**config.mk**
```make
export PLATFORM = sky130hd
export DESIGN_NAME = bmp24_to_framebuffer_writer_flat
export DESIGN_NICKNAME = d
export VERILOG_FILES = /design/src/sv/bfw_pkg.sv /design/src/sv/bfw_if.sv /design/src/sv/bmp24_to_framebuffer_writer.sv /design/src/flat_wrapper.sv
export SDC_FILE = /design/constraint.sdc
export NUM_CORES = 1
export LEC_CHECK = 0
export BUFFER_PORTS_ARGS = -buffer_cell sky130_fd_sc_hd__buf_4
export CAP_MARGIN = 20
export CELL_PAD_IN_SITES_DETAIL_PLACEMENT = 1
export CELL_PAD_IN_SITES_GLOBAL_PLACEMENT = 1
export CORE_ASPECT_RATIO = 0.5
export CORE_MARGIN = 4
export CORE_UTILIZATION = 48
export DETAILED_ROUTE_END_ITERATION = 10
export GPL_TIMING_DRIVEN = 0
export HOLD_SLACK_MARGIN = 0.12
export PLACE_DENSITY_LB_ADDON = 0.1
export SYNTH_ARGS = -nofsm -noshare
export SYNTH_HDL_FRONTEND = slang
export SYNTH_SLANG_ARGS = --single-unit
```
**constraint.sdc**
```tcl
create_clock -name clk -period 6.3 [get_ports clk]
set_clock_uncertainty 0.1 [all_clocks]
set_input_delay 0 -clock clk [delete_from_list [all_inputs] [get_ports clk]]
set_output_delay 0 -clock clk [all_outputs]
set_load 0.02 [all_outputs]
```
**src/sv/bfw_pkg.sv**
```systemverilog
package bfw_pkg;

  // Defaults for the top-level parameters
  localparam int FRAME_WIDTH_DEF  = 640;
  localparam int FRAME_HEIGHT_DEF = 480;
  localparam int DIM_BITS_DEF     = 12;

  // BMP header layout
  localparam int HDR_BYTES      = 54;
  localparam int HDR_OFS_W      = 6;
  localparam int WIDTH_LAST_OFS = 21;
  localparam int HEIGHT_LAST_OFS = 25;

  // Payload widths
  localparam int BYTE_W   = 8;
  localparam int ADDR_W   = 20;
  localparam int WORD_W   = 24;
  localparam int ORG_ROW_W = 9;
  localparam int ORG_COL_W = 10;

  // Configuration port
  localparam int CFG_IDX_W  = 2;
  localparam int CFG_DATA_W = 10;

  typedef logic [CFG_IDX_W-1:0] cfg_idx_t;

  localparam cfg_idx_t REG_ORIGIN_ROW    = cfg_idx_t'(0);
  localparam cfg_idx_t REG_ORIGIN_COLUMN = cfg_idx_t'(1);

endpackage

```
**src/sv/bfw_if.sv**
```systemverilog
interface bfw_in_if;
  import bfw_pkg::*;

  logic              valid;
  logic              ready;
  logic [BYTE_W-1:0] file_byte;
  logic              first_byte;

  modport source (output valid, output file_byte, output first_byte, input ready);
  modport sink (input valid, input file_byte, input first_byte, output ready);
endinterface

interface bfw_out_if;
  import bfw_pkg::*;

  logic              valid;
  logic              ready;
  logic [ADDR_W-1:0] pixel_address;
  logic [WORD_W-1:0] pixel_word;
  logic              off_screen;
  logic              last_pixel;

  modport source (output valid, output pixel_address, output pixel_word,
                  output off_screen, output last_pixel, input ready);
  modport sink (input valid, input pixel_address, input pixel_word,
                input off_screen, input last_pixel, output ready);
endinterface

interface bfw_cfg_if;
  import bfw_pkg::*;

  logic                  valid;
  logic                  ready;
  cfg_idx_t              reg_index;
  logic [CFG_DATA_W-1:0] wr_data;

  modport source (output valid, output reg_index, output wr_data, input ready);
  modport sink (input valid, input reg_index, input wr_data, output ready);
endinterface

```
**src/sv/bmp24_to_framebuffer_writer.sv**
```systemverilog
// Channel  | Dir | Payload                                           | Beat when
// ---------+-----+---------------------------------------------------+------------------
// in_bus   | in  | file_byte[7:0], first_byte                        | valid && ready
// out_bus  | out | pixel_address[19:0], pixel_word[23:0],            | valid && ready
//          |     | off_screen, last_pixel                            |
// cfg_bus  | in  | reg_index (0 origin_row, 1 origin_column), wr_data| valid && ready
//
// One file byte per cycle sustained while out_bus accepts; a pixel write leaves
// after its red byte is taken, via the parse/row-column and multiply-add stages.
// rst_n is synchronous, active low; after reset bytes are dropped until a
// beat with first_byte set. A stall on out_bus holds both stages; in_bus
// stays ready while either stage has room. cfg_bus is always ready.
module bmp24_to_framebuffer_writer #(
  parameter int FRAME_WIDTH  = bfw_pkg::FRAME_WIDTH_DEF,
  parameter int FRAME_HEIGHT = bfw_pkg::FRAME_HEIGHT_DEF,
  parameter int DIM_BITS     = bfw_pkg::DIM_BITS_DEF
) (
  input  logic      clk,
  input  logic      rst_n,
  bfw_in_if.sink    in_bus,
  bfw_out_if.source out_bus,
  bfw_cfg_if.sink   cfg_bus
);
  import bfw_pkg::*;

  // Frame row/column need one bit over the wider of origin and image extent.
  localparam int ROW_W = ((DIM_BITS > ORG_ROW_W) ? DIM_BITS : ORG_ROW_W) + 1;
  localparam int COL_W = ((DIM_BITS > ORG_COL_W) ? DIM_BITS : ORG_COL_W) + 1;
  localparam logic [DIM_BITS-1:0] DIM_MAX = '1;

  // Configuration
  logic [ORG_ROW_W-1:0] origin_row_r;
  logic [ORG_COL_W-1:0] origin_col_r;

  // Parse state; the header shifter keeps the last three header bytes.
  logic [HDR_OFS_W-1:0] hdr_ofs_r, hdr_ofs_nxt;
  logic [23:0]          hdr_shift_r, hdr_shift_nxt;
  logic [DIM_BITS-1:0]  img_w_r, img_w_nxt;
  logic [DIM_BITS-1:0]  img_h_r, img_h_nxt;
  logic [DIM_BITS-1:0]  col_cnt_r, col_cnt_nxt;
  logic [DIM_BITS-1:0]  row_cnt_r, row_cnt_nxt;
  logic [1:0]           pix_byte_r, pix_byte_nxt;
  logic [15:0]          part_bg_r, part_bg_nxt;
  logic [1:0]           pad_left_r, pad_left_nxt;
  logic                 finished_r, finished_nxt;

  // Stage 1: frame position and pixel
  logic                 s1_valid_r;
  logic [ROW_W-1:0]     s1_row_r, s1_row_nxt;
  logic [COL_W-1:0]     s1_col_r, s1_col_nxt;
  logic [WORD_W-1:0]    s1_word_r, s1_word_nxt;
  logic                 s1_last_r, s1_last_nxt;
  logic                 emit;

  // Stage 2: output register
  logic                 out_valid_r;
  logic [ADDR_W-1:0]    out_addr_r;
  logic [WORD_W-1:0]    out_word_r;
  logic                 out_off_r;
  logic                 out_last_r;

  logic adv2, adv1, in_beat;
  logic [31:0]          raw_dim;
  logic [DIM_BITS-1:0]  sat_dim;

  assign adv2    = !out_valid_r || out_bus.ready;
  assign adv1    = !s1_valid_r || adv2;
  assign in_bus.ready = adv1;
  assign in_beat = in_bus.valid && adv1;
  assign cfg_bus.ready = 1'b1;

  // Dimension word as it stands once its top byte arrives; negative reads
  // as zero, oversize clamps to the counter limit.
  assign raw_dim = {in_bus.file_byte, hdr_shift_r};
  always_comb begin
    if (raw_dim[31]) begin
      sat_dim = '0;
    end else if (|raw_dim[30:DIM_BITS]) begin
      sat_dim = DIM_MAX;
    end else begin
      sat_dim = raw_dim[DIM_BITS-1:0];
    end
  end

  // Byte parser
  always_comb begin
    hdr_ofs_nxt   = hdr_ofs_r;
    hdr_shift_nxt = hdr_shift_r;
    img_w_nxt     = img_w_r;
    img_h_nxt     = img_h_r;
    col_cnt_nxt   = col_cnt_r;
    row_cnt_nxt   = row_cnt_r;
    pix_byte_nxt  = pix_byte_r;
    part_bg_nxt   = part_bg_r;
    pad_left_nxt  = pad_left_r;
    finished_nxt  = finished_r;
    emit          = 1'b0;
    s1_row_nxt    = s1_row_r;
    s1_col_nxt    = s1_col_r;
    s1_word_nxt   = s1_word_r;
    s1_last_nxt   = s1_last_r;

    // Restart the parse on a file's first byte.
    if (in_bus.first_byte) begin
      hdr_ofs_nxt   = '0;
      hdr_shift_nxt = '0;
      img_w_nxt     = '0;
      img_h_nxt     = '0;
      col_cnt_nxt   = '0;
      row_cnt_nxt   = '0;
      pix_byte_nxt  = '0;
      part_bg_nxt   = '0;
      pad_left_nxt  = '0;
      finished_nxt  = 1'b0;
    end

    if (!finished_nxt) begin
      if (hdr_ofs_nxt < HDR_OFS_W'(HDR_BYTES)) begin
        hdr_shift_nxt = {in_bus.file_byte, hdr_shift_nxt[23:8]};
        if (hdr_ofs_nxt == HDR_OFS_W'(WIDTH_LAST_OFS)) begin
          img_w_nxt = sat_dim;
        end else if (hdr_ofs_nxt == HDR_OFS_W'(HEIGHT_LAST_OFS)) begin
          img_h_nxt = sat_dim;
        end
        hdr_ofs_nxt = hdr_ofs_nxt + 1'b1;
        // Empty image: nothing to write.
        if (hdr_ofs_nxt == HDR_OFS_W'(HDR_BYTES) &&
            (img_w_nxt == '0 || img_h_nxt == '0)) begin
          finished_nxt = 1'b1;
        end
      end else if (pad_left_nxt != '0) begin
        pad_left_nxt = pad_left_nxt - 1'b1;
      end else if (pix_byte_nxt < 2'd2) begin
        part_bg_nxt  = {part_bg_nxt[7:0], in_bus.file_byte};
        pix_byte_nxt = pix_byte_nxt + 1'b1;
      end else begin
        // Red byte completes the pixel; file rows run bottom-up.
        emit         = 1'b1;
        pix_byte_nxt = '0;
        s1_row_nxt   = ROW_W'(origin_row_r) + ROW_W'(img_h_nxt) - ROW_W'(row_cnt_nxt)
                       - ROW_W'(1);
        s1_col_nxt   = COL_W'(origin_col_r) + COL_W'(col_cnt_nxt);
        s1_word_nxt  = {part_bg_nxt, in_bus.file_byte};
        s1_last_nxt  = ((DIM_BITS+1)'(row_cnt_nxt) + 1'b1 == (DIM_BITS+1)'(img_h_nxt)) &&
                       ((DIM_BITS+1)'(col_cnt_nxt) + 1'b1 == (DIM_BITS+1)'(img_w_nxt));
        if ((DIM_BITS+1)'(col_cnt_nxt) + 1'b1 >= (DIM_BITS+1)'(img_w_nxt)) begin
          col_cnt_nxt  = '0;
          row_cnt_nxt  = row_cnt_nxt + 1'b1;
          pad_left_nxt = img_w_nxt[1:0];
        end else begin
          col_cnt_nxt = col_cnt_nxt + 1'b1;
        end
        if (s1_last_nxt) begin
          finished_nxt = 1'b1;
        end
      end
    end
  end

  always_ff @(posedge clk) begin
    if (!rst_n) begin
      origin_row_r <= '0;
      origin_col_r <= '0;
      hdr_ofs_r    <= '0;
      hdr_shift_r  <= '0;
      img_w_r      <= '0;
      img_h_r      <= '0;
      col_cnt_r    <= '0;
      row_cnt_r    <= '0;
      pix_byte_r   <= '0;
      part_bg_r    <= '0;
      pad_left_r   <= '0;
      finished_r   <= 1'b1;
      s1_valid_r   <= 1'b0;
      out_valid_r  <= 1'b0;
    end else begin
      if (cfg_bus.valid) begin
        case (cfg_bus.reg_index)
          REG_ORIGIN_ROW:    origin_row_r <= cfg_bus.wr_data[ORG_ROW_W-1:0];
          REG_ORIGIN_COLUMN: origin_col_r <= cfg_bus.wr_data[ORG_COL_W-1:0];
          default: ;
        endcase
      end
      if (in_beat) begin
        hdr_ofs_r   <= hdr_ofs_nxt;
        hdr_shift_r <= hdr_shift_nxt;
        img_w_r     <= img_w_nxt;
        img_h_r     <= img_h_nxt;
        col_cnt_r   <= col_cnt_nxt;
        row_cnt_r   <= row_cnt_nxt;
        pix_byte_r  <= pix_byte_nxt;
        part_bg_r   <= part_bg_nxt;
        pad_left_r  <= pad_left_nxt;
        finished_r  <= finished_nxt;
      end
      if (adv1) begin
        s1_valid_r <= in_beat && emit;
      end
      if (adv2) begin
        out_valid_r <= s1_valid_r;
      end
    end
  end

  // Payload registers: load on advance, no reset.
  always_ff @(posedge clk) begin
    if (in_beat && emit) begin
      s1_row_r  <= s1_row_nxt;
      s1_col_r  <= s1_col_nxt;
      s1_word_r <= s1_word_nxt;
      s1_last_r <= s1_last_nxt;
    end
    if (adv2 && s1_valid_r) begin
      // Word index wraps at the address width.
      out_addr_r <= ADDR_W'(s1_row_r) * ADDR_W'(FRAME_WIDTH) + ADDR_W'(s1_col_r);
      out_word_r <= s1_word_r;
      out_off_r  <= (32'(s1_row_r) >= 32'(FRAME_HEIGHT)) ||
                    (32'(s1_col_r) >= 32'(FRAME_WIDTH));
      out_last_r <= s1_last_r;
    end
  end

  assign out_bus.valid         = out_valid_r;
  assign out_bus.pixel_address = out_addr_r;
  assign out_bus.pixel_word    = out_word_r;
  assign out_bus.off_screen    = out_off_r;
  assign out_bus.last_pixel    = out_last_r;

endmodule

```
**src/flat_wrapper.sv**
```systemverilog
// flat-port wrapper written by rule: the top's interface ports become plain ports
module bmp24_to_framebuffer_writer_flat import bfw_pkg::*;
#(
  parameter int FRAME_WIDTH  = bfw_pkg::FRAME_WIDTH_DEF,
  parameter int FRAME_HEIGHT = bfw_pkg::FRAME_HEIGHT_DEF,
  parameter int DIM_BITS     = bfw_pkg::DIM_BITS_DEF
)
  (clk, rst_n, in_bus_valid, in_bus_file_byte, in_bus_first_byte, in_bus_ready, out_bus_valid, out_bus_pixel_address, out_bus_pixel_word, out_bus_off_screen, out_bus_last_pixel, out_bus_ready, cfg_bus_valid, cfg_bus_reg_index, cfg_bus_wr_data, cfg_bus_ready);
  bfw_in_if in_bus_i ();
  bfw_out_if out_bus_i ();
  bfw_cfg_if cfg_bus_i ();
  input  logic clk;
  input  logic rst_n;
  input wire logic [$bits(in_bus_i.valid)-1:0] in_bus_valid;
  input wire logic [$bits(in_bus_i.file_byte)-1:0] in_bus_file_byte;
  input wire logic [$bits(in_bus_i.first_byte)-1:0] in_bus_first_byte;
  output wire logic [$bits(in_bus_i.ready)-1:0] in_bus_ready;
  output wire logic [$bits(out_bus_i.valid)-1:0] out_bus_valid;
  output wire logic [$bits(out_bus_i.pixel_address)-1:0] out_bus_pixel_address;
  output wire logic [$bits(out_bus_i.pixel_word)-1:0] out_bus_pixel_word;
  output wire logic [$bits(out_bus_i.off_screen)-1:0] out_bus_off_screen;
  output wire logic [$bits(out_bus_i.last_pixel)-1:0] out_bus_last_pixel;
  input wire logic [$bits(out_bus_i.ready)-1:0] out_bus_ready;
  input wire logic [$bits(cfg_bus_i.valid)-1:0] cfg_bus_valid;
  input wire logic [$bits(cfg_bus_i.reg_index)-1:0] cfg_bus_reg_index;
  input wire logic [$bits(cfg_bus_i.wr_data)-1:0] cfg_bus_wr_data;
  output wire logic [$bits(cfg_bus_i.ready)-1:0] cfg_bus_ready;
  assign in_bus_i.valid = in_bus_valid;
  assign in_bus_i.file_byte = in_bus_file_byte;
  assign in_bus_i.first_byte = in_bus_first_byte;
  assign in_bus_ready = in_bus_i.ready;
  assign out_bus_valid = out_bus_i.valid;
  assign out_bus_pixel_address = out_bus_i.pixel_address;
  assign out_bus_pixel_word = out_bus_i.pixel_word;
  assign out_bus_off_screen = out_bus_i.off_screen;
  assign out_bus_last_pixel = out_bus_i.last_pixel;
  assign out_bus_i.ready = out_bus_ready;
  assign cfg_bus_i.valid = cfg_bus_valid;
  assign cfg_bus_i.reg_index = cfg_bus_reg_index;
  assign cfg_bus_i.wr_data = cfg_bus_wr_data;
  assign cfg_bus_ready = cfg_bus_i.ready;
  bmp24_to_framebuffer_writer #(.FRAME_WIDTH(FRAME_WIDTH), .FRAME_HEIGHT(FRAME_HEIGHT), .DIM_BITS(DIM_BITS)) u_core (.clk(clk), .rst_n(rst_n), .in_bus(in_bus_i), .out_bus(out_bus_i), .cfg_bus(cfg_bus_i));
endmodule
```
==> results of run 1 <==
[cells in the final DEF, fill, tap and decap left out, types with 31 or more instances in the layout]
master and instances:
sky130_fd_sc_hd__dfxtp_1 120, sky130_fd_sc_hd__edfxtp_1 97, sky130_fd_sc_hd__clkbuf_1 50, sky130_fd_sc_hd__o21ai_0 56, sky130_fd_sc_hd__nor2b_1 37, sky130_fd_sc_hd__ha_1 66
sky130_fd_sc_hd__nor2_1 142, sky130_fd_sc_hd__a21oi_1 70, sky130_fd_sc_hd__inv_1 47, sky130_fd_sc_hd__buf_4 77, sky130_fd_sc_hd__xnor2_1 31, sky130_fd_sc_hd__nand2_1 103
[final timing paths]
| check | startpoint | to | slack [ns] | cells past startpoint |
|---|---|---|---|---|
| worst max register to register | u_core.col_cnt_r[1] | u_core.col_cnt_r[9] | 1.71 | 16 |
| worst max-delay path | in_bus_first_byte | u_core.col_cnt_r[9] | 0.55 | 18 |
| worst min register to register | u_core.s1_word_r[3] | u_core.out_bus.pixel_word[3] | 0.30 | 0 |
| worst min-delay path | in_bus_file_byte[6] | u_core.s1_word_r[6] | 0.16 | 2 |
[through the flow]
step | hold WS, ns | setup slack, ns
6_report | 0.1561 | 0.5485
5_1_grt | 0.1482 | 0.4459
4_1_cts | 0.1463 | 0.7670
3_5_place_dp | 0.1437 | 1.113
3_3_place_gp | 0.1418 | 0.1597
2_1_floorplan | -0.001131 | 1.933
[area by class of cell]
type                    instances  area [um2]  share of cell area
flip-flops and latches        217        5315              0.3898
repair buffers                102       858.3             0.06294
clock inverters                 7       55.05            0.004037
plain buffers                  65       295.3             0.02165
clock buffers                  33       621.8             0.04560
multi-input cells             884        5917              0.4339
well taps                     315       394.1             0.02890
inverters                      48       180.2             0.01321
[where the power goes]
part | total, mW | switching [mW] | internal, mW
Sequential | 1.50 | 0.0153 | 1.48
Combinational | 0.281 | 0.179 | 0.102
Clock | 1.28 | 0.593 | 0.690
[cells by family (layout without fill, tap and decap cells)]
family | after synthesis | after routing | synth area share
xor gates and xnor gates | 58 | 58 | 0.04464
muxes | 20 | 20 | 0.01723
AOI/OAI and AO/OA | 275 | 275 | 0.1568
buffers and inverters | 113 | 255 | 0.04068
adders and majority gates | 79 | 79 | 0.09206
DFF | 217 | 217 | 0.4547
other | 1 | 1 | 0.0003208
and+or+nand+nor | 451 | 451 | 0.1935
[per-layer routing]
| layer | share of wire | GRT usage | up-vias |
|---|---|---|---|
| li1 | - | - | 4638 |
| met1 | 0.46 | 0.4221 | 5075 |
| met2 | 0.44 | 0.4557 | 372 |
| met3 | 0.086 | 0.07225 | 55 |
| met4 | 0.019 | 0.06532 | 2 |
| met5 | 0.00017 | 0 | - |
[what timing repair did]
action,4_1_cts,5_1_grt
buffers inserted,0,0
hold buffers,27,0
endpoints found under the hold margin,81,0
resized for setup,0,0
endpoints found under the setup margin,0,0
[state kept, by name (all words and copies together), names as in the netlist, 2 cells and up]
signal	count
u_core.s1_row_r	13
u_core.origin_col_r	10
u_core.out_bus.pixel_word	24
u_core.row_cnt_r	12
u_core.img_h_r	12
u_core.pad_left_r	2
u_core.s1_word_r	24
u_core.part_bg_r	16
u_core.out_bus.pixel_address	20
u_core.img_w_r	12
u_core.hdr_ofs_r	6
u_core.s1_col_r	13
u_core.origin_row_r	9
u_core.col_cnt_r	12
u_core.pix_byte_r	2
u_core.hdr_shift_r	24
==> results.md, run 1 <==
• **number of DRC markers after the initial detailed-route iteration** 979
• **detail-routed net length per standard cell** 24.13 um
• **clock insertion delay at the later pin of the skew report** 0.54 ns
• **number of inserted filler cells in the final layout** 2,714
• **post-route antenna net violation count** 0
• **Top delay family on crit path** buffers and inverters
• **Yosys top cell area share** 0.2492
• **critical path type** in -> reg
• **Worst Tran Pin Value** 0.9438 ns
• **H-tree depth** 1
• **pwr dens** 224.5 nW/um2
• **number of synthesized register bits** 217
• **maximum number of pins on one net before global-route repair** 36
• **num rows** 40
• **Post-synth top flop** sky130_fd_sc_hd__dfxtp_1
• **final critical-path required period** 5.752 ns
• **wire length of the first global-routing pass** 62,020 um
• **number of iterations in the first detailed-routing pass** 6
• **upper clock frequency limit** 173.9 MHz
• **number of sinks handled by clock tree synthesis** 217
• **Pins Over Slew Limit** 0
• **vias in the first global route** 10.38k
• **Bufs and invs on worst path** 9
• **most instantiated library cell after synthesis** sky130_fd_sc_hd__nor2_1
• **clk slew on worst S/H paths** 0.07 ns
• **area after detailed placement** 12,690 um2
• **syn avg cell area** 9.628 um2
• **total of warnings raised by yosys** 0
• **RSZ-0062 raised after global routing** false
• **list of most frequent post-synthesis cells** sky130_fd_sc_hd__nor2_1, sky130_fd_sc_hd__dfxtp_1, sky130_fd_sc_hd__nand2_1, sky130_fd_sc_hd__edfxtp_1, sky130_fd_sc_hd__a21oi_1
• **TritonCTS buffer count** 22
• **DPL Wire Length** 30,230 um
• **leading area contributor after synthesis** sky130_fd_sc_hd__edfxtp_1
• **Max-Cap Viols** 0
• **sum of routed wire length over all layers** 40,320 um
• **relative slew slack** 0.3642
• **die width** 228.7 um
• **Critical Path RT** 6.63 ns
• **Clk Tree Root Cell** sky130_fd_sc_hd__clkbuf_16
• **Cell Chain, Critical Path** dlygate4sd3_1, buf_4, buf_6, clkbuf_1, clkbuf_1, buf_2, buf_1, nor2_1, ha_1, nand2b_1, a21oi_1, o21a_1, o21ai_0, a21oi_2, buf_2, a31oi_1, o22ai_1, dlygate4sd3_1
• **top post-synthesis cells by area** sky130_fd_sc_hd__edfxtp_1, sky130_fd_sc_hd__dfxtp_1, sky130_fd_sc_hd__ha_1, sky130_fd_sc_hd__nor2_1, sky130_fd_sc_hd__nand2_1
• **post-synthesis instance area** 11,690 um2
• **count of distinct cell types in the synthesized netlist** 88
• **signal arrival time at the worst endpoint** 6.08 ns
• **routability congestion estimate** 0.9428
• **Global Route Usage Sum** 0.2952
• **kind of path behind the tightest hold check** in -> reg
• **DRC errors left** 0
• **critical path capture point type** register
• **worst-case clock buffer depth** 3
• **fraction of layout instances using a drive strength above 1** 0.1084
• **setup tns final** 0 ns
• **Final nets** 1,444
• **final setup fails** 0
• **startpoint types** input pin
• **TritonCTS clock tree** done
• **final standard cell count with taps included and fillers excluded** 1,671
• **cell area after layout** 13,640 um2
• **largest vdd supply drop** 0.0001515 V
• **initial cell density of the core** 0.4876
• **post-DR vias/cell** 6.069
• **core occupancy in the finished layout** 0.5688
• **share of flip-flops with an asynchronous set or reset** 0
• **area enclosed by the die boundary** 27,060 um2
• **Antenna Diode Count** 0
• **number of enable-type register cells in the synthesized netlist** 97
• **longest individual stage delay on the worst path** 0.63 ns
• **cell count after placement** 1,604
• **largest fanout on the critical path** 10
• **Tcrit/Tclk final** 0.9129
• **slowest cell on the critical path** sky130_fd_sc_hd__o21ai_0
• **outcome** completed
• **area grow syn2layout** 16.67%
• **initial antenna violation count** 2
• **leftover overflow at the end of global routing** 0
• **Ports** 75
• **static leakage power** 5.262 nW
• **Core Area** 23,970 um2
• **vias after detailed routing** 10.14k
• **Final Hold Fails** 0
• **number of standard cells after synthesis** 1,214
• **buffers added on ports** 73
• **post-layout total power** 3.061 mW
• **fraction of the yosys area taken by sequential cells** 0.4547
• **Post-Syn Nets** 1,318
• **height of the die** 118.3 um
Note: power is estimated with default switching activity, not from simulation.
==> inputs of run 2 (changes only) <==
--- a/config.mk
+++ b/config.mk
@@ -6,14 +6,12 @@
 export NUM_CORES = 1
 export LEC_CHECK = 0
 export BUFFER_PORTS_ARGS = -buffer_cell sky130_fd_sc_hd__buf_4
-export CAP_MARGIN = 20
 export CELL_PAD_IN_SITES_DETAIL_PLACEMENT = 1
 export CELL_PAD_IN_SITES_GLOBAL_PLACEMENT = 1
 export CORE_ASPECT_RATIO = 0.5
 export CORE_MARGIN = 4
 export CORE_UTILIZATION = 48
 export DETAILED_ROUTE_END_ITERATION = 10
-export GPL_TIMING_DRIVEN = 0
 export HOLD_SLACK_MARGIN = 0.12
 export PLACE_DENSITY_LB_ADDON = 0.1
 export SYNTH_ARGS = -nofsm -noshare
==> results.md, run 2 (synthesis results as in run 1) <==
• **TritonCTS clock tree** done
• **Ports** 75, unchanged
• **worst reg2reg setup slack** 2.25 ns, +0.54 ns
• **post-DR vias/cell** 5.985, -1.4%
• **largest vdd supply drop** 0.0001390 V, -8.2%
• **clk slew on worst S/H paths** 0.06 ns, about the same
• **startpoint of the worst hold path** in_bus_file_byte[6]
• **relative slew slack** 0.1822, -0.1819
• **worst flop-to-flop path startpoint** u_core.col_cnt_r[1]
• **outcome** completed
• **multi-input combinational cell area** 5924 um2, +0.13%
• **TritonCTS buffer count** 22, unchanged
• **worst-case clock buffer depth** 3, unchanged
• **setup tns final** 0 ns, unchanged
• **largest fanout on the critical path** 51, +41
• **WHS Path Cells** 2, unchanged
• **Worst Tran Pin Value** 1.220 ns, +0.2762 ns
• **post-route antenna net violation count** 0, unchanged
• **leftover overflow at the end of global routing** 0, unchanged
• **DPL Wire Length** 25,370 um, -16%
• **height of the die** 118.3 um, unchanged
• **buffers added on ports** 73, unchanged
• **number of iterations in the first detailed-routing pass** 5, -1
• **critical path type** in -> reg
• **final setup fails** 0, unchanged
• **detail-routed net length per standard cell** 22.07 um, -8.5%
• **Final nets** 1,383, -4.2%
• **area grow syn2layout** 15.31%
• **Worst Setup Slack, final** 1.990 ns, +1.441 ns
• **clock insertion delay at the later pin of the skew report** 0.54 ns, about the same
• **area of all sequential standard cells** 5315 um2, unchanged
• **Register-to-Register Path Depth** 11, -5
• **Final Hold Fails** 0, unchanged
• **kind of path behind the tightest hold check** in -> reg
• **Final Hold Slack** 0.1501 ns, -0.005930 ns
• **Max-Cap Viols** 0, unchanged
• **Pins Over Slew Limit** 0, unchanged
• **final critical-path required period** 4.310 ns, -1.441 ns
• **Antenna Diode Count** 0, unchanged
• **initial antenna violation count** 0, -2
• **H-tree depth** 1, unchanged
• **core occupancy in the finished layout** 0.5622, -0.006628
• **startpoint types** input pin
• **fraction of layout instances using a drive strength above 1** 0.1104, +0.002018
• **worst r2r dst** u_core.pad_left_r[1]
• **maximum number of pins on one net before global-route repair** 63, +75%
• **leading cell type in the layout, fill and taps excluded** sky130_fd_sc_hd__nor2_1
• **Global Route Usage Sum** 0.2577, -0.03749
• **wire length of the first global-routing pass** 56,060 um, -9.6%
• **Core Area** 23,970 um2, unchanged
• **RSZ-0062 raised after global routing** false
• **num rows** 40, unchanged
• **terminating pin of the worst hold path** u_core.s1_word_r[6]
• **routability congestion estimate** 0.9029, -4.2%
• **signal arrival time at the worst endpoint** 4.52 ns, -1.56 ns
• **pwr dens** 238.6 nW/um2, +6.3%
• **vias in the first global route** 9,782, -5.7%
• **upper clock frequency limit** 232.0 MHz, +33%
• **vias after detailed routing** 9,636, -5.0%
• **number of sinks handled by clock tree synthesis** 217, unchanged
• **number of inserted filler cells in the final layout** 2,653, -2.2%
• **number of DRC markers after the initial detailed-route iteration** 906, -7.5%
• **critical path capture point type** register
• **die width** 228.7 um, unchanged
• **Clk Tree Root Cell** sky130_fd_sc_hd__clkbuf_16
• **postcts setup bufs** 0, unchanged
• **sum of routed wire length over all layers** 35,540 um, -12%
• **initial cell density of the core** 0.4876, unchanged
• **Critical Path RT** 6.51 ns, -0.12 ns
• **worst setup slack before clock tree synthesis** 2.048 ns, +0.9356 ns
• **DRC errors left** 0, unchanged
• **number of cells upsized or downsized after cts** 0, unchanged
• **commonest non-fill, non-tap cells in the layout** sky130_fd_sc_hd__nor2_1, sky130_fd_sc_hd__dfxtp_1, sky130_fd_sc_hd__nand2_1
• **area enclosed by the die boundary** 27,060 um2, unchanged
• **Tcrit/Tclk final** 0.6842, -0.2288
• **static leakage power** 5.195 nW, -1.3%
[run 2: worst max-delay path by stage]
| stage | from | endpoint | slack (ns) | cells after the start |
|---|---|---|---|---|
| global placement | in_bus_first_byte | u_core.s1_row_r[11] | 2.42 | 15 |
| CTS | in_bus_first_byte | u_core.s1_row_r[11] | 2.02 | 16 |
| detailed placement | in_bus_first_byte | u_core.s1_row_r[11] | 2.05 | 15 |
| global route | in_bus_first_byte | u_core.s1_row_r[11] | 1.64 | 16 |
| floorplan | u_core.out_bus.valid | u_core.out_bus.last_pixel | 1.93 | 1 |
| finish | in_bus_first_byte | u_core.s1_row_r[11] | 1.99 | 16 |
[run 2: worst max-delay path, stage by stage]
cell	delay, ns
sky130_fd_sc_hd__dlygate4sd3_1	0.53
sky130_fd_sc_hd__buf_4	0.30
sky130_fd_sc_hd__inv_1	0.81
sky130_fd_sc_hd__nand2_1	0.29
sky130_fd_sc_hd__fa_1	0.44
sky130_fd_sc_hd__inv_1	0.07
sky130_fd_sc_hd__ha_1	0.18
sky130_fd_sc_hd__inv_1	0.07
sky130_fd_sc_hd__fa_1	0.40
sky130_fd_sc_hd__nor2b_1	0.15
sky130_fd_sc_hd__o21ai_0	0.15
sky130_fd_sc_hd__a21boi_0	0.31
sky130_fd_sc_hd__o21ai_0	0.15
sky130_fd_sc_hd__a21oi_1	0.19
sky130_fd_sc_hd__nor2_1	0.09
sky130_fd_sc_hd__o311ai_0	0.34
[run 2: repair_timing]
| action | 4_1_cts | 5_1_grt |
|---|---|---|
| endpoints found under the setup margin | 0 | 0 |
| hold buffers | 27 | 0 |
| endpoints found under the hold margin | 94 | 0 |
[run 2: layout make-up]
type                    instances  area share
clock inverters                12     0.01383
well taps                     315     0.02924
clock buffers                  28     0.04558
multi-input cells             884      0.4396
repair buffers                106     0.06406
inverters                      48     0.01337
flip-flops and latches        217      0.3944
[run 2: power by group]
part           internal, mW  leakage, nW  total (mW)  switching (mW)
clock                 0.864        0.387        1.46           0.596
sequential             1.48         1.83        1.50          0.0156
combinational        0.0983         2.98       0.259           0.161
[run 2: per-layer routing]
| layer | vias up | wire length (um) | global-route usage | part of all wire |
|---|---|---|---|---|
| met5 | - | 0 | 0 | 0 |
| met2 | 245 | 15800 | 0.4006 | 0.44 |
| met4 | 0 | 470 | 0.03934 | 0.013 |
| met1 | 4851 | 17110 | 0.3836 | 0.48 |
| met3 | 36 | 2161 | 0.04648 | 0.061 |
| li1 | 4504 | - | - | - |
[run 2: stage by stage]
stage	area [um2]	instances	power, mW
2_1_floorplan	11690	1214	1.686
3_3_place_gp	12410	1543	1.757
3_5_place_dp	12410	1543	1.769
4_1_cts	13480	1610	3.229
5_1_grt	13480	1610	3.325
6_report	13480	1610	3.216
==> inputs of run 3 (changes only) <==
==> constraint.sdc (replaced) <==
create_clock -name clk -period 4 [get_ports clk]
set_clock_uncertainty 0.1 [all_clocks]
set_input_delay 0 -clock clk [delete_from_list [all_inputs] [get_ports clk]]
set_output_delay 0 -clock clk [all_outputs]
set_load 0.02 [all_outputs]
==> results.md, run 3 (synthesis results as in run 1) <==
• **outcome** completed
• **relative slew slack** 0.2426, +0.06036
• **critical path capture point type** register
• **Worst Tran Pin Value** 1.122 ns, -0.09813 ns
• **buffers added on ports** 73, unchanged
• **Final nets** 1,395, +0.87%
• **sum of routed wire length over all layers** 35,670 um, +0.35%
• **upper clock frequency limit** 260.9 MHz
• **maximum number of pins on one net before global-route repair** 56, -11%
• **relative contribution of sequential cells to total power** 0.490, +0.024
• **WHS Path Cells** 2, unchanged
• **Tcrit/Tclk final** 0.9584
• **internal power** 3.578 mW, +46%
• **final setup fails** 0, unchanged
• **terminating pin of the worst hold path** u_core.s1_word_r[6]
• **TritonCTS clock tree** done
• **multi-input combinational cell area** 5953 um2, +0.49%
• **number of iterations in the first detailed-routing pass** 7, +2
• **Global Route Usage Sum** 0.2605, +0.002786
• **height of the die** 118.3 um, unchanged
• **number of DRC markers after the initial detailed-route iteration** 998, +10%
• **Cell Chain, Critical Path** and4_1, and2_1, nand2_1, xor2_1, nor2_1, ha_1, nand3_1, o21bai_1, o21ai_0, a21oi_4, or4_1, a21oi_1
• **combinational fraction of design power** 0.087, +0.007
• **Register-to-Register Path Depth** 12, +1
• **DRC errors left** 0, unchanged
• **slowest cell on the critical path** sky130_fd_sc_hd__o21ai_0
• **RSZ-0062 raised after global routing** false
• **share of total power in the clock network** 0.423, -0.031
• **longest individual stage delay on the worst path** 0.63 ns, -0.18 ns
• **die width** 228.7 um, unchanged
• **Clk Tree Root Cell** sky130_fd_sc_hd__clkbuf_16
• **Antenna Diode Count** 0, unchanged
• **Final Hold Fails** 0, unchanged
• **wire length of the first global-routing pass** 56,680 um, +1.1%
• **signal arrival time at the worst endpoint** 4.19 ns, -0.33 ns
• **area of all sequential standard cells** 5315 um2, unchanged
• **post-DR vias/cell** 6.005, +0.33%
• **area grow syn2layout** 15.55%
• **fraction of layout instances using a drive strength above 1** 0.1186, +0.008167
• **Max-Cap Viols** 0, unchanged
• **largest fanout on the critical path** 16, -69%
• **routability congestion estimate** 0.8750, -3.1%
• **worst flop-to-flop path startpoint** u_core.col_cnt_r[1]
• **clock insertion delay at the later pin of the skew report** 0.54 ns, about the same
• **leftover overflow at the end of global routing** 0, unchanged
• **critical path type** reg -> reg
• **startpoint of the worst hold path** in_bus_file_byte[6]
• **TritonCTS buffer count** 22, unchanged
• **num rows** 40, unchanged
• **clk slew on worst S/H paths** 0.07 ns, about the same
• **vias after detailed routing** 9,740, +1.1%
• **number of inserted filler cells in the final layout** 2,669, +0.60%
• **Bufs and invs on worst path** 0, -5
• **number of sinks handled by clock tree synthesis** 217, unchanged
• **kind of path behind the tightest hold check** in -> reg
• **Switching Power** 1.233 mW, +60%
• **Top delay family on crit path** simple AND/OR/NAND/NOR gates
• **Critical Path RT** 4.36 ns, -2.15 ns
• **vias in the first global route** 9,979, +2.0%
• **post-route antenna net violation count** 0, unchanged
• **postcts setup bufs** 0, unchanged
• **initial antenna violation count** 0, unchanged
• **leading cell type in the layout, fill and taps excluded** sky130_fd_sc_hd__nor2_1
• **static leakage power** 5.207 nW, +0.23%
• **Ports** 75, unchanged
• **largest vdd supply drop** 0.0002525 V, +82%
• **setup tns final** 0 ns, unchanged
• **final critical-path required period** 3.834 ns
• **startpoint types** register
• **Core Area** 23,970 um2, unchanged
• **commonest non-fill, non-tap cells in the layout** sky130_fd_sc_hd__nor2_1, sky130_fd_sc_hd__dfxtp_1, sky130_fd_sc_hd__nand2_1
• **pwr dens** 356.2 nW/um2, +49%
• **area enclosed by the die boundary** 27,060 um2, unchanged
• **worst r2r dst** u_core.pad_left_r[1]
• **post-layout total power** 4.812 mW, +50%
• **worst reg2reg setup slack** 0.17 ns, -2.08 ns
• **detail-routed net length per standard cell** 21.99 um, -0.39%
• **H-tree depth** 1, unchanged
• **Pins Over Slew Limit** 0, unchanged
• **initial cell density of the core** 0.4876, unchanged
• **worst-case clock buffer depth** 3, unchanged
• **Net Sw Frac** 0.2563, +0.01634
• **DPL Wire Length** 25,300 um, -0.24%
-- run 3: worst register-to-register path, cell delays in order, from the launching register on --
cell,delay [ns]
sky130_fd_sc_hd__dfxtp_1,0.54
sky130_fd_sc_hd__and4_1,0.31
sky130_fd_sc_hd__and2_1,0.26
sky130_fd_sc_hd__nand2_1,0.11
sky130_fd_sc_hd__xor2_1,0.15
sky130_fd_sc_hd__nor2_1,0.08
sky130_fd_sc_hd__ha_1,0.30
sky130_fd_sc_hd__nand3_1,0.11
sky130_fd_sc_hd__o21bai_1,0.21
sky130_fd_sc_hd__o21ai_0,0.63
sky130_fd_sc_hd__a21oi_4,0.28
sky130_fd_sc_hd__or4_1,0.53
sky130_fd_sc_hd__a21oi_1,0.15
-- run 3: power by group through the flow --
stage	logic, mW	clock network [mW]	registers, mW
3_5_place_dp	0.384	0	2.41
6_report	0.417	2.04	2.36
4_1_cts	0.410	2.06	2.36
3_3_place_gp	0.369	0	2.40
5_1_grt	0.456	2.17	2.36
2_1_floorplan	0.258	0	2.40
-- run 3: worst max-delay path by stage --
stage / from / end / slack (ns) / depth (start not counted)
2_1_floorplan: u_core.s1_row_r[1] / u_core.out_bus.pixel_address[19] / 0.53 / 13
3_3_place_gp: u_core.s1_row_r[1] / u_core.out_bus.pixel_address[19] / 0.37 / 13
3_5_place_dp: u_core.s1_row_r[1] / u_core.out_bus.pixel_address[19] / 0.19 / 13
4_1_cts: u_core.s1_row_r[1] / u_core.out_bus.pixel_address[19] / 0.15 / 13
5_1_grt: u_core.col_cnt_r[1] / u_core.pad_left_r[1] / 0.009 / 11
6_report: u_core.col_cnt_r[1] / u_core.pad_left_r[1] / 0.17 / 12
-- run 3: repair_timing --
| action | CTS | global route |
|---|---|---|
| endpoints found under the hold margin | 88 | 0 |
| resized for setup | 0 | 4 |
| setup endpoints to repair | 0 | 5 |
| hold buffers | 29 | 0 |
-- run 3: final cells by class --
class / instances / share of cell area
clock buffers: 26 / 0.04419
clock inverters: 14 / 0.007133
inverters: 48 / 0.01334
multi-input cells: 884 / 0.4408
flip-flops and latches: 217 / 0.3935
well taps: 315 / 0.02918
repair buffers: 118 / 0.07189
-- run 3: metal layers --
metal / vias up / track usage / share of wire
met5: - / 0 / 0
met4: 0 / 0.04622 / 0.016
met3: 44 / 0.04335 / 0.060
met2: 307 / 0.4146 / 0.44
met1: 4861 / 0.3796 / 0.48
li1: 4528 / - / -
-- run 3: per-stage QoR --
step	area (um2)	std cells	hold slack [ns]	util	setup slack (ns)
floorplan	11690	1214	-0.001131	-	0.5264
global placement	12490	1553	0.1322	0.5212	0.3653
detailed placement	12490	1553	0.1395	0.5212	0.1919
CTS	13480	1622	0.1348	0.5622	0.1547
global route	13510	1622	0.1589	0.5634	0.008620
finish	13510	1622	0.1612	0.5634	0.1664
